## config.mk

```make
export PLATFORM = sky130hd
export DESIGN_NAME = shape_pair_overlap_test_top
export DESIGN_NICKNAME = d
export VERILOG_FILES = /design/src/rtl/core/spot_pkg.sv /design/src/rtl/core/shape_pair_overlap_test_top.sv /design/src/rtl/core/spot_front.sv /design/src/rtl/core/spot_queue.sv /design/src/rtl/core/spot_back.sv
export SDC_FILE = /design/constraint.sdc
export NUM_CORES = 2
export LEC_CHECK = 0
export BUFFER_PORTS_ARGS = -buffer_cell sky130_fd_sc_hd__buf_2
export CAP_MARGIN = 5
export CORE_MARGIN = 2
export CORE_UTILIZATION = 60
export CTS_CLUSTER_DIAMETER = 50
export DETAILED_ROUTE_END_ITERATION = 8
export GPL_TIMING_DRIVEN = 0
export PLACE_DENSITY = 0.85
export SETUP_SLACK_MARGIN = 0.3
export SYNTH_ARGS = -nofsm -noshare
export SYNTH_HDL_FRONTEND = slang
export SYNTH_HIERARCHICAL = 1
export SYNTH_SLANG_ARGS = --single-unit
```

## constraint.sdc

```tcl
create_clock -name i_clk -period 19.37 [get_ports i_clk]
set_input_delay 0 -clock i_clk [delete_from_list [all_inputs] [get_ports i_clk]]
set_output_delay 0 -clock i_clk [all_outputs]
set_load 0.02 [all_outputs]
```

## src/rtl/core/spot_pkg.sv

```systemverilog
// Shared types and constants for the shape pair overlap test.
// Used by spot_front, spot_queue, spot_back and the top level.
package spot_pkg;

    localparam int SIZE_BITS      = 18;
    localparam int COORD_BITS_DEF = 20;
    localparam int FRAC_BITS_DEF  = 4;
    localparam int QUEUE_DEPTH    = 4;

    // pair classes
    localparam logic [1:0] CLS_CC = 2'd0;  // circle against circle
    localparam logic [1:0] CLS_RR = 2'd1;  // rectangle against rectangle
    localparam logic [1:0] CLS_CR = 2'd2;  // circle against rectangle

    // classified work handed from front to back
    typedef struct packed {
        logic sq;    // result comes from m1^2 + m2^2 < m3^2
        logic flag;  // result when sq is low
    } t_cls;

    // signed width that holds every edge, center and difference
    function automatic int pos_width(input int coord_bits);
        int base;
        begin
            base = (coord_bits > SIZE_BITS + 2) ? coord_bits : SIZE_BITS + 2;
            return base + 2;
        end
    endfunction

endpackage

```

## src/rtl/core/shape_pair_overlap_test_top.sv

```systemverilog
// Shape pair overlap test: circle/rectangle pairs in, one overlap beat out.
// Path: front register, queue entry, then the back end's three pipeline stages.
// Throughput: one beat per cycle while the output is not stalled; the front and back
// ends meet at a 4-entry queue; back-end squaring uses 11x11 multipliers at 20-bit coords.
// Reset: synchronous, active low; clears all valid and queue state, nothing to sweep.
module shape_pair_overlap_test_top #(
    parameter int COORD_BITS = spot_pkg::COORD_BITS_DEF,
    parameter int FRAC_BITS  = spot_pkg::FRAC_BITS_DEF
) (
    input  logic                           i_clk,
    input  logic                           i_rst_n,
    input  logic                           i_valid,
    output logic                           o_stall,
    input  logic                           i_a_kind,
    input  logic signed [COORD_BITS-1:0]   i_a_left,
    input  logic signed [COORD_BITS-1:0]   i_a_top,
    input  logic [spot_pkg::SIZE_BITS-1:0] i_a_size_x,
    input  logic [spot_pkg::SIZE_BITS-1:0] i_a_size_y,
    input  logic                           i_b_kind,
    input  logic signed [COORD_BITS-1:0]   i_b_left,
    input  logic signed [COORD_BITS-1:0]   i_b_top,
    input  logic [spot_pkg::SIZE_BITS-1:0] i_b_size_x,
    input  logic [spot_pkg::SIZE_BITS-1:0] i_b_size_y,
    output logic                           o_valid,
    input  logic                           i_stall,
    output logic                           o_overlap
);

    localparam int MAG_W = spot_pkg::pos_width(COORD_BITS);

    logic             w_q_full, w_push, w_q_valid, w_pop;
    spot_pkg::t_cls   w_f_cls, w_b_cls;
    logic [MAG_W-1:0] w_f_m1, w_f_m2, w_f_m3;
    logic [MAG_W-1:0] w_b_m1, w_b_m2, w_b_m3;

    spot_front #(
        .COORD_BITS (COORD_BITS),
        .FRAC_BITS  (FRAC_BITS),
        .MAG_W      (MAG_W)
    ) u_front (
        .i_clk      (i_clk),
        .i_rst_n    (i_rst_n),
        .i_valid    (i_valid),
        .o_stall    (o_stall),
        .i_a_kind   (i_a_kind),
        .i_a_left   (i_a_left),
        .i_a_top    (i_a_top),
        .i_a_size_x (i_a_size_x),
        .i_a_size_y (i_a_size_y),
        .i_b_kind   (i_b_kind),
        .i_b_left   (i_b_left),
        .i_b_top    (i_b_top),
        .i_b_size_x (i_b_size_x),
        .i_b_size_y (i_b_size_y),
        .i_q_full   (w_q_full),
        .o_push     (w_push),
        .o_cls      (w_f_cls),
        .o_m1       (w_f_m1),
        .o_m2       (w_f_m2),
        .o_m3       (w_f_m3)
    );

    spot_queue #(
        .MAG_W (MAG_W)
    ) u_queue (
        .i_clk   (i_clk),
        .i_rst_n (i_rst_n),
        .i_push  (w_push),
        .i_cls   (w_f_cls),
        .i_m1    (w_f_m1),
        .i_m2    (w_f_m2),
        .i_m3    (w_f_m3),
        .o_full  (w_q_full),
        .o_valid (w_q_valid),
        .i_pop   (w_pop),
        .o_cls   (w_b_cls),
        .o_m1    (w_b_m1),
        .o_m2    (w_b_m2),
        .o_m3    (w_b_m3)
    );

    spot_back #(
        .MAG_W (MAG_W)
    ) u_back (
        .i_clk     (i_clk),
        .i_rst_n   (i_rst_n),
        .i_q_valid (w_q_valid),
        .o_pop     (w_pop),
        .i_cls     (w_b_cls),
        .i_m1      (w_b_m1),
        .i_m2      (w_b_m2),
        .i_m3      (w_b_m3),
        .o_valid   (o_valid),
        .i_stall   (i_stall),
        .o_overlap (o_overlap)
    );

endmodule

```

## src/rtl/core/spot_front.sv

```systemverilog
// Front end: accepts a shape pair, forms edges and centers, classifies it.
// Depends on spot_pkg; feeds spot_queue.
module spot_front #(
    parameter int COORD_BITS = spot_pkg::COORD_BITS_DEF,
    parameter int FRAC_BITS  = spot_pkg::FRAC_BITS_DEF,
    parameter int MAG_W      = spot_pkg::pos_width(spot_pkg::COORD_BITS_DEF)
) (
    input  logic                                i_clk,
    input  logic                                i_rst_n,
    input  logic                                i_valid,
    output logic                                o_stall,
    input  logic                                i_a_kind,
    input  logic signed [COORD_BITS-1:0]        i_a_left,
    input  logic signed [COORD_BITS-1:0]        i_a_top,
    input  logic [spot_pkg::SIZE_BITS-1:0]      i_a_size_x,
    input  logic [spot_pkg::SIZE_BITS-1:0]      i_a_size_y,
    input  logic                                i_b_kind,
    input  logic signed [COORD_BITS-1:0]        i_b_left,
    input  logic signed [COORD_BITS-1:0]        i_b_top,
    input  logic [spot_pkg::SIZE_BITS-1:0]      i_b_size_x,
    input  logic [spot_pkg::SIZE_BITS-1:0]      i_b_size_y,
    input  logic                                i_q_full,
    output logic                                o_push,
    output spot_pkg::t_cls                      o_cls,
    output logic [MAG_W-1:0]                    o_m1,
    output logic [MAG_W-1:0]                    o_m2,
    output logic [MAG_W-1:0]                    o_m3
);

    localparam int W  = MAG_W;
    localparam int SB = spot_pkg::SIZE_BITS;

    // operand select: p is the circle of a mixed pair
    logic                         w_swap;
    logic [1:0]                   w_cls;
    logic signed [COORD_BITS-1:0] w_p_left, w_p_top, w_q_left, w_q_top;
    logic [SB-1:0]                w_p_sx, w_p_sy, w_q_sx, w_q_sy;
    logic                         w_load;

    logic                r_valid;
    logic [1:0]          r_cls;
    logic signed [W-1:0] r_p_left, r_p_top, r_p_right, r_p_bot, r_p_cy, r_p_xr, r_p_yb;
    logic [SB-1:0]       r_p_rad;
    logic signed [W-1:0] r_q_left, r_q_top, r_q_right, r_q_bot, r_q_cy;
    logic [SB:0]         r_rsum;

    // classification stage signals
    logic signed [W-1:0] w_dxa, w_dxb, w_dya, w_dyb;
    logic signed [W-1:0] w_lcx, w_tcy, w_bcy, w_cyb;
    logic [W-1:0]        w_adx, w_ady, w_ex, w_ey, w_bmag;
    logic                w_inx, w_iny, w_side_x, w_side_y, w_rr;

    always_comb begin
        w_swap   = i_a_kind & ~i_b_kind;
        w_p_left = w_swap ? i_b_left   : i_a_left;
        w_p_top  = w_swap ? i_b_top    : i_a_top;
        w_p_sx   = w_swap ? i_b_size_x : i_a_size_x;
        w_p_sy   = w_swap ? i_b_size_y : i_a_size_y;
        w_q_left = w_swap ? i_a_left   : i_b_left;
        w_q_top  = w_swap ? i_a_top    : i_b_top;
        w_q_sx   = w_swap ? i_a_size_x : i_b_size_x;
        w_q_sy   = w_swap ? i_a_size_y : i_b_size_y;
        if (!i_a_kind && !i_b_kind) begin
            w_cls = spot_pkg::CLS_CC;
        end else if (i_a_kind && i_b_kind) begin
            w_cls = spot_pkg::CLS_RR;
        end else begin
            w_cls = spot_pkg::CLS_CR;
        end
    end

    assign o_stall = r_valid && i_q_full;
    assign o_push  = r_valid && !i_q_full;
    assign w_load  = i_valid && !o_stall;

    always_ff @(posedge i_clk) begin
        if (!i_rst_n) begin
            r_valid <= 1'b0;
        end else if (!o_stall) begin
            r_valid <= i_valid;
        end
    end

    always_ff @(posedge i_clk) begin
        if (w_load) begin
            r_cls     <= w_cls;
            r_p_left  <= W'(w_p_left);
            r_p_top   <= W'(w_p_top);
            r_p_right <= W'(w_p_left) + W'(w_p_sx);
            r_p_bot   <= W'(w_p_top) + W'(w_p_sy);
            r_p_cy    <= W'(w_p_top) + W'(w_p_sx);
            r_p_xr    <= W'(w_p_left) + (W'(w_p_sx) << 1);
            r_p_yb    <= W'(w_p_top) + (W'(w_p_sx) << 1);
            r_p_rad   <= w_p_sx;
            r_q_left  <= W'(w_q_left);
            r_q_top   <= W'(w_q_top);
            r_q_right <= W'(w_q_left) + W'(w_q_sx);
            r_q_bot   <= W'(w_q_top) + W'(w_q_sy);
            r_q_cy    <= W'(w_q_top) + W'(w_q_sx);
            r_rsum    <= (SB+1)'(w_p_sx) + (SB+1)'(w_q_sx);
        end
    end

    // differences, taken both ways so the magnitude is a select
    always_comb begin
        w_dxa = r_q_right - r_p_right;
        w_dxb = r_p_right - r_q_right;
        w_dya = r_q_cy - r_p_cy;
        w_dyb = r_p_cy - r_q_cy;
        w_lcx = r_q_left - r_p_right;
        w_tcy = r_q_top - r_p_cy;
        w_bcy = r_q_bot - r_p_cy;
        w_cyb = r_p_cy - r_q_bot;
        w_adx = w_dxa[W-1] ? w_dxb : w_dxa;
        w_ady = w_dya[W-1] ? w_dyb : w_dya;
        w_bmag = w_bcy[W-1] ? w_cyb : w_bcy;
        // nearest corner: left/top edge when the center is before it
        w_ex  = (r_p_right < r_q_left) ? w_lcx : w_adx;
        w_ey  = (r_p_cy < r_q_top)     ? w_tcy : w_bmag;
        w_inx = (r_p_right > r_q_left) && (r_p_right < r_q_right);
        w_iny = (r_p_cy > r_q_top) && (r_p_cy < r_q_bot);
        w_side_x = (r_p_yb > r_q_top) && (r_p_top < r_q_bot);
        w_side_y = (r_p_xr > r_q_left) && (r_p_left < r_q_right);
        w_rr  = (r_p_left < r_q_right) && (r_p_right > r_q_left) &&
                (r_p_top < r_q_bot) && (r_p_bot > r_q_top);
    end

    always_comb begin
        case (r_cls)
            spot_pkg::CLS_CC: begin
                o_cls.sq   = 1'b1;
                o_cls.flag = 1'b0;
                o_m1       = w_adx >> FRAC_BITS;
                o_m2       = w_ady >> FRAC_BITS;
                o_m3       = W'(r_rsum >> FRAC_BITS);
            end
            spot_pkg::CLS_CR: begin
                o_cls.sq   = !w_inx && !w_iny;
                o_cls.flag = w_inx ? w_side_x : w_side_y;
                o_m1       = w_ex;
                o_m2       = w_ey;
                o_m3       = W'(r_p_rad);
            end
            default: begin
                o_cls.sq   = 1'b0;
                o_cls.flag = w_rr;
                o_m1       = '0;
                o_m2       = '0;
                o_m3       = '0;
            end
        endcase
    end

endmodule

```

## src/rtl/core/spot_queue.sv

```systemverilog
// Short queue of classified work between the front and back ends.
// Depends on spot_pkg for its depth and the class struct.
module spot_queue #(
    parameter int MAG_W = spot_pkg::pos_width(spot_pkg::COORD_BITS_DEF)
) (
    input  logic               i_clk,
    input  logic               i_rst_n,
    input  logic               i_push,
    input  spot_pkg::t_cls     i_cls,
    input  logic [MAG_W-1:0]   i_m1,
    input  logic [MAG_W-1:0]   i_m2,
    input  logic [MAG_W-1:0]   i_m3,
    output logic               o_full,
    output logic               o_valid,
    input  logic               i_pop,
    output spot_pkg::t_cls     o_cls,
    output logic [MAG_W-1:0]   o_m1,
    output logic [MAG_W-1:0]   o_m2,
    output logic [MAG_W-1:0]   o_m3
);

    localparam int DEPTH = spot_pkg::QUEUE_DEPTH;
    localparam int PTR_W = (DEPTH > 1) ? $clog2(DEPTH) : 1;
    localparam int CNT_W = $clog2(DEPTH + 1);
    localparam int ENT_W = $bits(spot_pkg::t_cls) + 3 * MAG_W;

    logic [ENT_W-1:0] r_mem [DEPTH];
    logic [PTR_W-1:0] r_wr, r_rd;
    logic [CNT_W-1:0] r_count;
    logic [ENT_W-1:0] w_rd_ent;

    assign o_full  = (r_count == CNT_W'(DEPTH));
    assign o_valid = (r_count != '0);
    assign w_rd_ent = r_mem[r_rd];
    assign {o_cls, o_m1, o_m2, o_m3} = w_rd_ent;

    always_ff @(posedge i_clk) begin
        if (i_push) begin
            r_mem[r_wr] <= {i_cls, i_m1, i_m2, i_m3};
        end
    end

    always_ff @(posedge i_clk) begin
        if (!i_rst_n) begin
            r_wr    <= '0;
            r_rd    <= '0;
            r_count <= '0;
        end else begin
            if (i_push) begin
                r_wr <= (r_wr == PTR_W'(DEPTH - 1)) ? '0 : r_wr + 1'b1;
            end
            if (i_pop) begin
                r_rd <= (r_rd == PTR_W'(DEPTH - 1)) ? '0 : r_rd + 1'b1;
            end
            case ({i_push, i_pop})
                2'b10:   r_count <= r_count + 1'b1;
                2'b01:   r_count <= r_count - 1'b1;
                default: r_count <= r_count;
            endcase
        end
    end

endmodule

```

## src/rtl/core/spot_back.sv

```systemverilog
// Back end: squares three magnitudes from split partial products, sums
// and compares them (or takes the flag); the output register holds it.
module spot_back #(
    parameter int MAG_W = spot_pkg::pos_width(spot_pkg::COORD_BITS_DEF)
) (
    input  logic               i_clk,
    input  logic               i_rst_n,
    input  logic               i_q_valid,
    output logic               o_pop,
    input  spot_pkg::t_cls     i_cls,
    input  logic [MAG_W-1:0]   i_m1,
    input  logic [MAG_W-1:0]   i_m2,
    input  logic [MAG_W-1:0]   i_m3,
    output logic               o_valid,
    input  logic               i_stall,
    output logic               o_overlap
);

    localparam int H    = (MAG_W + 1) / 2;
    localparam int HI_W = MAG_W - H;
    localparam int SQ_W = 2 * MAG_W;

    logic [MAG_W-1:0] w_m  [3];
    logic [H-1:0]     w_lo [3];
    logic [HI_W-1:0]  w_hi [3];
    logic             w_mv1, w_mv2, w_mv3;

    logic             r_b1_valid, r_b2_valid, r_out_valid;
    spot_pkg::t_cls   r_b1_cls, r_b2_cls;
    logic [2*H-1:0]    r_pp_ll [3];
    logic [MAG_W-1:0]  r_pp_hl [3];
    logic [2*HI_W-1:0] r_pp_hh [3];
    logic [SQ_W-1:0]   r_sq    [3];
    logic              r_overlap;

    always_comb begin
        w_m[0] = i_m1;
        w_m[1] = i_m2;
        w_m[2] = i_m3;
        for (int k = 0; k < 3; k++) begin
            w_lo[k] = w_m[k][H-1:0];
            w_hi[k] = w_m[k][MAG_W-1:H];
        end
    end

    // advance each stage when the one after it frees up
    assign w_mv3 = !r_out_valid || !i_stall;
    assign w_mv2 = !r_b2_valid || w_mv3;
    assign w_mv1 = !r_b1_valid || w_mv2;
    assign o_pop = i_q_valid && w_mv1;

    always_ff @(posedge i_clk) begin
        if (!i_rst_n) begin
            r_b1_valid  <= 1'b0;
            r_b2_valid  <= 1'b0;
            r_out_valid <= 1'b0;
        end else begin
            if (w_mv1) begin
                r_b1_valid <= i_q_valid;
            end
            if (w_mv2) begin
                r_b2_valid <= r_b1_valid;
            end
            if (w_mv3) begin
                r_out_valid <= r_b2_valid;
            end
        end
    end

    always_ff @(posedge i_clk) begin
        if (w_mv1) begin
            r_b1_cls <= i_cls;
            for (int k = 0; k < 3; k++) begin
                r_pp_ll[k] <= (2*H)'(w_lo[k]) * (2*H)'(w_lo[k]);
                r_pp_hl[k] <= MAG_W'(w_hi[k]) * MAG_W'(w_lo[k]);
                r_pp_hh[k] <= (2*HI_W)'(w_hi[k]) * (2*HI_W)'(w_hi[k]);
            end
        end
        if (w_mv2) begin
            r_b2_cls <= r_b1_cls;
            for (int k = 0; k < 3; k++) begin
                // hi^2 and lo^2 do not overlap; cross term counts twice
                r_sq[k] <= {r_pp_hh[k], r_pp_ll[k]} + (SQ_W'(r_pp_hl[k]) << (H + 1));
            end
        end
        if (w_mv3) begin
            r_overlap <= r_b2_cls.sq ?
                         (((SQ_W+1)'(r_sq[0]) + (SQ_W+1)'(r_sq[1])) < (SQ_W+1)'(r_sq[2])) :
                         r_b2_cls.flag;
        end
    end

    assign o_valid   = r_out_valid;
    assign o_overlap = r_overlap;

endmodule

```

Yosys cells after proc, flatten, opt, wreduce, memory -nomap -nowiden:

Memory sizes are Yosys's and may differ from the RTL's. A register that Yosys moved wholly into a read port is not among the register bits.
Index checks and enable logic that the tools add are counted.

* bits in registers: 311
* latch bits: 0
* memory bits (writable): 586
* memory bits (read-only): 0
* input port bits: 158
* output and inout bits: 3
* memories kept: 5

* add/sub/neg operators: 25
* multipliers: 9
* divide/modulo/power cells: 0
* $lt $le $gt $ge: 12
* equal/unequal tests: 6
* shifts and indexed selects: 0
* mux-type cells: 31
* bitwise operators: 2
* reductions and logical operators: 30

Memory list
* u_queue.r_mem: words 4, bits a word 64, rd ports 1, clocked after memory_dff 1, write ports 1, line spot_queue.sv:27 `logic [ENT_W-1:0] r_mem [DEPTH];`
* u_back.r_sq: words 3, bits a word 44, rd ports 3, clocked after memory_dff 0, write ports 3, line spot_back.sv:33 `logic [SQ_W-1:0] r_sq [3];`
* u_back.r_pp_hh: words 3, bits a word 22, rd ports 3, clocked after memory_dff 0, write ports 3, line spot_back.sv:32 `logic [2*HI_W-1:0] r_pp_hh [3];`
* u_back.r_pp_hl: words 3, bits a word 22, rd ports 3, clocked after memory_dff 0, write ports 3, line spot_back.sv:31 `logic [MAG_W-1:0] r_pp_hl [3];`
* u_back.r_pp_ll: words 3, bits a word 22, rd ports 3, clocked after memory_dff 0, write ports 3, line spot_back.sv:30 `logic [2*H-1:0] r_pp_ll [3];`

Operator list (count)
* multiplier 11 x 11 -> 22 bit: 9
* adder 44 x 34 -> 44 bit: 3
* subtractor 22 bit: 6
* adder 20 x 19 -> 21 bit: 6
* greater-than comparator 22 x 20 -> 1 bit: 5
* 2-to-1 mux 22 bit: 5
* one-hot mux 22 bit (2 select lines): 2
* 2-to-1 mux 20 bit: 4
* 2-to-1 mux 18 bit: 4
* adder 44 x 44 -> 45 bit: 1
* less-than comparator 45 x 44 -> 1 bit: 1
* less-than comparator 20 x 22 -> 1 bit: 2
* less-than comparator 22 x 20 -> 1 bit: 2
* less-than comparator 22 bit: 2
* subtractor 20 x 22 -> 22 bit: 2
* adder 20 x 20 -> 21 bit: 2
* one-hot mux 18 bit (2 select lines): 1
* adder 18 x 18 -> 19 bit: 1
* logical AND 1 bit: 14
* zero test 1 bit: 10
* 2-to-1 mux 2 bit: 5
* equality test 2 bit (second input constant): 4
* 2-to-1 mux 1 bit: 8
* one-hot mux 3 bit (2 select lines): 1
* other kinds (12): 15

Logic depth before layout (Yosys ltp):

* depth after elaboration: 7
* depth in mapped cells: 27
* mapped depth without buffers: 23

Cells and area by module:

The synthesis kept the hierarchy.

By module, submodules not included
* spot_back: times used 1, cells each 4901, area each 47394.2 um^2, seq. area each 9849.4 um^2
* spot_front: times used 1, cells each 3200, area each 28004.4 um^2, seq. area each 8458.1 um^2
* spot_queue: times used 1, cells each 399, area each 10292.4 um^2, seq. area each 8348.0 um^2

Worst setup path after synthesis:

No wires, ideal clock.

* path type: flip-flop to flip-flop
* start: register u_queue.r_count[0]
* end: register u_front.r_cls[0] (enable)
* setup time: 0.955 ns
* data arrival time: 12.970 ns
* required time: 18.415 ns
* slack: 5.444 ns
* cell stages (with the launch flop): 4
* path buffers: 0
* period minus slack after synthesis: 13.926 ns
* path through: dfxtp_1 > nor3b_1 > and2_1 > nor2b_1

* longest elaborated chain between the ends: 4

RTL lines
* start, declared: line spot_queue.sv:29 `logic [CNT_W-1:0] r_count;`
* start signal, assigned: line spot_queue.sv:56 `2'b10: r_count <= r_count + 1'b1;`
* start signal, assigned: line spot_queue.sv:57 `2'b01: r_count <= r_count - 1'b1;`
* start signal, assigned: line spot_queue.sv:58 `default: r_count <= r_count;`
* equality test 3 bit: line spot_queue.sv:32 `assign o_full = (r_count == CNT_W'(DEPTH));`
* named net w_q_full: line shape_pair_overlap_test_top.sv:31 `logic w_q_full, w_push, w_q_valid, w_pop;`
* logical AND 1 bit: line spot_front.sv:72 `assign o_stall = r_valid && i_q_full;`
* named net o_stall: line shape_pair_overlap_test_top.sv:13 `output logic o_stall,`
* zero test 1 bit: line spot_front.sv:74 `assign w_load = i_valid && !o_stall;`
* logical AND 1 bit: line spot_front.sv:74
* named net u_front.w_load: line spot_front.sv:38 `logic w_load;`
* end signal, assigned: line spot_front.sv:86 `r_cls <= w_cls;`
* end, declared: line spot_front.sv:41 `logic [1:0] r_cls;`

The timed path passes the listed nets, and every way through them passes these cells.
A chain may end at the register's enable or synchronous reset.

==> results.yml <==
clock_network:
  clk_latency_ns: 0.75
  cts.path.max_buffers: 3
  cts_root_buf: "clkbuf_16"
  clk_pin_slew_worst_paths_ns: 0.06
  cts_hold_buf: 242
  h-tree-depth: 3
  cts_buffers: 105
  clock-sinks: 892
  postCtsSetupBuffers: 0
  cts-resized-gates: 0
  cts_tree: "built"
logic_synthesis:
  seq_area_frac_synth_pct: 31.1
  synth.top_cell.area_share_pct: 30.8
  post-synth-top-area-cell: "edfxtp_1"
  synth.distinct_cells: 94
  ys_seq_elements: 892
  post-synth-top-count-cell: "inv_1"
  yosysWarnings: 6
  synth_area_um2: 85700
  async_flop_share_pct: 0
  synth.avg_cell_area_um2: 10.1
  syn_inst: 8500
  synthTopCellsByArea: "edfxtp_1 (31%), ha_1 (16%), fa_1 (15%)"
  synthTopCellsByCount: "inv_1 (1281), ha_1 (1074), nand2_1 (956)"
  synth-edff-count: 879
  ys.flop_type: "edfxtp_1"
sta:
  final_hold_viol_count: 0
  fin_crit_sh_pct: 42.8
  rsz0062_at_grt: "no"
  worstMarginPinSlew_ns: 1.23
  timing.final.crit_period_ns: 8.29
  fmax_mhz: 121
  slew_viol_final: 0
  slew_headroom_pct: 17.8
  setup_viol: 0
  finalSetupTns_ns: 0
  skew_ns: 0.0825
worst_setup_path:
  worstSetupPathType: "flip-flop to flip-flop"
  timing.rr.end: "u_back/r_pp_ll[0][65]$_DFFE_PN_"
  reg2reg_depth: 24
  crit_path_end_kind: "flip-flop"
  arrival_ns: 8.76
  r2r_slack_ns: 11.08
  cp_data_required_time_ns: 19.84
  cp_max_fo: 10
  critPathLaunchType: "flip-flop"
worst_hold_path:
  hold_start: "i_a_size_x[0]"
  holdPathStages: 4
  holdPathEnd: "u_front/r_q_right[0]$_DFFE_PP_"
  hp-class: "primary input to flip-flop"
finish:
  num-fill-cells: 10300
  fin_nets: 10900
  fin_cells: 11000
  syn_to_final_growth_pct: 11.2
  drive_gt1_share_pct: 5.79
drt:
  vias: 64800
  drt_iter0_drc: 5266
  drtAntennaViolNets: 0
  wl_per_cell_um: 20.9
  drcViolationCount: 0
  wl_um: 230000
  routed_via_density: 5.88
  drtPass1Iterations: 7
global_route:
  grt_pass1_wl_um: 361000
  antenna_found_initial: 1
  grt_pass1_vias: 68100
  overflow: 0
  grt_max_degree: 80
  grt_util_all_layers_pct: 31.6
place:
  io_buffer_count: 160
  dpl.cell_count: 10600
  dpl.hpwl_um: 182000
  place.gp.congestion: 0.979
floorplan:
  start_util_pct: 60.5
  coreArea_um2: 142000
  die_w_um: 382
  die_height_um: 382
  die_area_um2: 146000
  design.portCount: 161
  rows: 138
status:
  status: "finished, final reports clean"
run:
  drv_cap: 0
==> layout make-up <==
| type | count | area (µm²) | share of cell area, % |
|---|---|---|---|
| repair buffers | 419 | 3620 | 3.79 |
| diodes | 2 | 5.00 | 0.00525 |
| plain buffers | 247 | 1050 | 1.10 |
| flip-flops and latches | 892 | 26700 | 28.0 |
| clock inverters | 76 | 881 | 0.924 |
| inverters | 1281 | 4810 | 5.05 |
| clock buffers | 121 | 2690 | 2.82 |
| multi-input cells | 6084 | 53200 | 55.9 |
| well taps | 1890 | 2360 | 2.48 |
==> logic make-up (layout without fill, tap and decap cells) <==
kind of cell	count (synthesis)	after routing	synth area share (%)
simple gates	2332	2332	12.9
buf+inv	1528	2144	6.83
compound gates	1353	1353	10.3
fa+ha+maj	1714	1714	30.6
other cells	2	8	0.00876
xor+xnor	520	520	5.31
flops	892	892	31.1
mux	159	159	2.88
==> stage by stage <==
| stage | area, µm² | setup WS, ns | hold slack (ns) | utilization [%] |
|---|---|---|---|---|
| finish | 95300 | 11.08 | 0.0703 | 67.3 |
| global route | 95300 | 10.80 | 0.0333 | 67.3 |
| CTS | 95300 | 11.11 | 0.0117 | 67.3 |
| detailed placement | 89300 | 11.19 | 0.231 | 63.1 |
| global placement | 88900 | 0.596 | 0.228 | 62.8 |
| floorplan | 85700 | 5.44 | 0.118 | - |
==> worst max-delay path, stage by stage (launching register included) <==
cell and delay [ns]:
dfxtp_1 0.33, buf_2 0.27, clkbuf_1 0.67, mux4_2 0.46, clkbuf_1 0.57, clkbuf_1 0.57, nand2_1 0.15, fa_1 0.51
inv_1 0.08, fa_1 0.51, inv_1 0.05, fa_1 0.48, inv_1 0.06, fa_1 0.53, inv_1 0.05, fa_1 0.52
inv_1 0.04, ha_1 0.24, or3_1 0.40, o211ai_2 0.21, a31oi_1 0.15, and4_1 0.24, a2111oi_2 0.43, o2bb2ai_1 0.19
xor2_1 0.29
==> worst max path at each step <==
| stage | endpoint | start | slack [ns] |
|---|---|---|---|
| finish | u_back/r_pp_ll[0][65]$_DFFE_PN_ | flip-flop | 11.08 |
| global route | u_back/r_pp_ll[0][65]$_DFFE_PN_ | flip-flop | 10.80 |
| CTS | u_back/r_pp_ll[0][65]$_DFFE_PN_ | flip-flop | 11.11 |
| detailed placement | u_back/r_pp_ll[0][65]$_DFFE_PN_ | flip-flop | 11.19 |
| global placement | u_front/r_q_top[19]$_DFFE_PP_ | u_queue/r_count[0]$_SDFFE_PN0P_ | 0.60 |
| floorplan | u_front/r_cls[0]$_SDFFCE_PP0P_ | u_queue/r_count[0]$_SDFFE_PN0P_ | 5.44 |
==> layer usage <==
metal / vias up / track usage (%) / wire (µm)
met4: 0 / 19.3 / 16200
met5: - / 0 / 0
met1: 31600 / 37.7 / 86800
met3: 682 / 4.30 / 15700
met2: 2692 / 54.4 / 112000
li1: 29800 / - / -
==> placed cells by master, fill, tap and decap left out, types with 15 or more instances in the layout <==
cell,synthesis,routed
and2_1,397,393
nand2b_1,49,49
clkbuf_16,0,105
o21a_1,85,85
nand3_1,105,105
xor2_1,128,128
fa_1,640,640
a31oi_1,41,41
mux2i_1,73,73
a21boi_0,24,24
nor2b_1,118,117
nor3_1,106,106
a211oi_1,46,46
inv_1,1281,1280
ha_1,1074,1074
xnor2_1,392,392
o22ai_1,20,20
edfxtp_1,879,879
clkbuf_1,207,223
buf_2,9,170
or3_1,41,41
a21o_1,208,208
o211ai_1,27,27
dlygate4sd3_1,0,242
o21ai_0,227,227
nand2_1,956,955
mux4_2,68,68
a21oi_1,402,402
nand4_1,44,44
o21bai_1,70,70
and3_1,56,56
mux2_2,17,17
nor2_1,384,384
or2_2,25,25
o2111ai_1,17,17
buf_1,15,15
==> flip-flops by register name (all words and copies together), names as in the netlist, 20 cells and up, named ones only <==
name	flops
u_queue/r_mem	272
u_back/r_sq	129
u_back/r_pp_hl	66
u_back/r_pp_hh	63
u_back/r_pp_ll	63
u_front/r_p_bot	21
u_front/r_p_cy	21
u_front/r_p_right	21
u_front/r_q_bot	21
u_front/r_q_cy	21
u_front/r_q_right	21
u_front/r_p_left	20
u_front/r_p_top	20
u_front/r_p_xr	20
u_front/r_p_yb	20
u_front/r_q_left	20
u_front/r_q_top	20
Power is not shown: default switching activity piles up to over one toggle a cycle in this logic, so the estimate is an artifact.
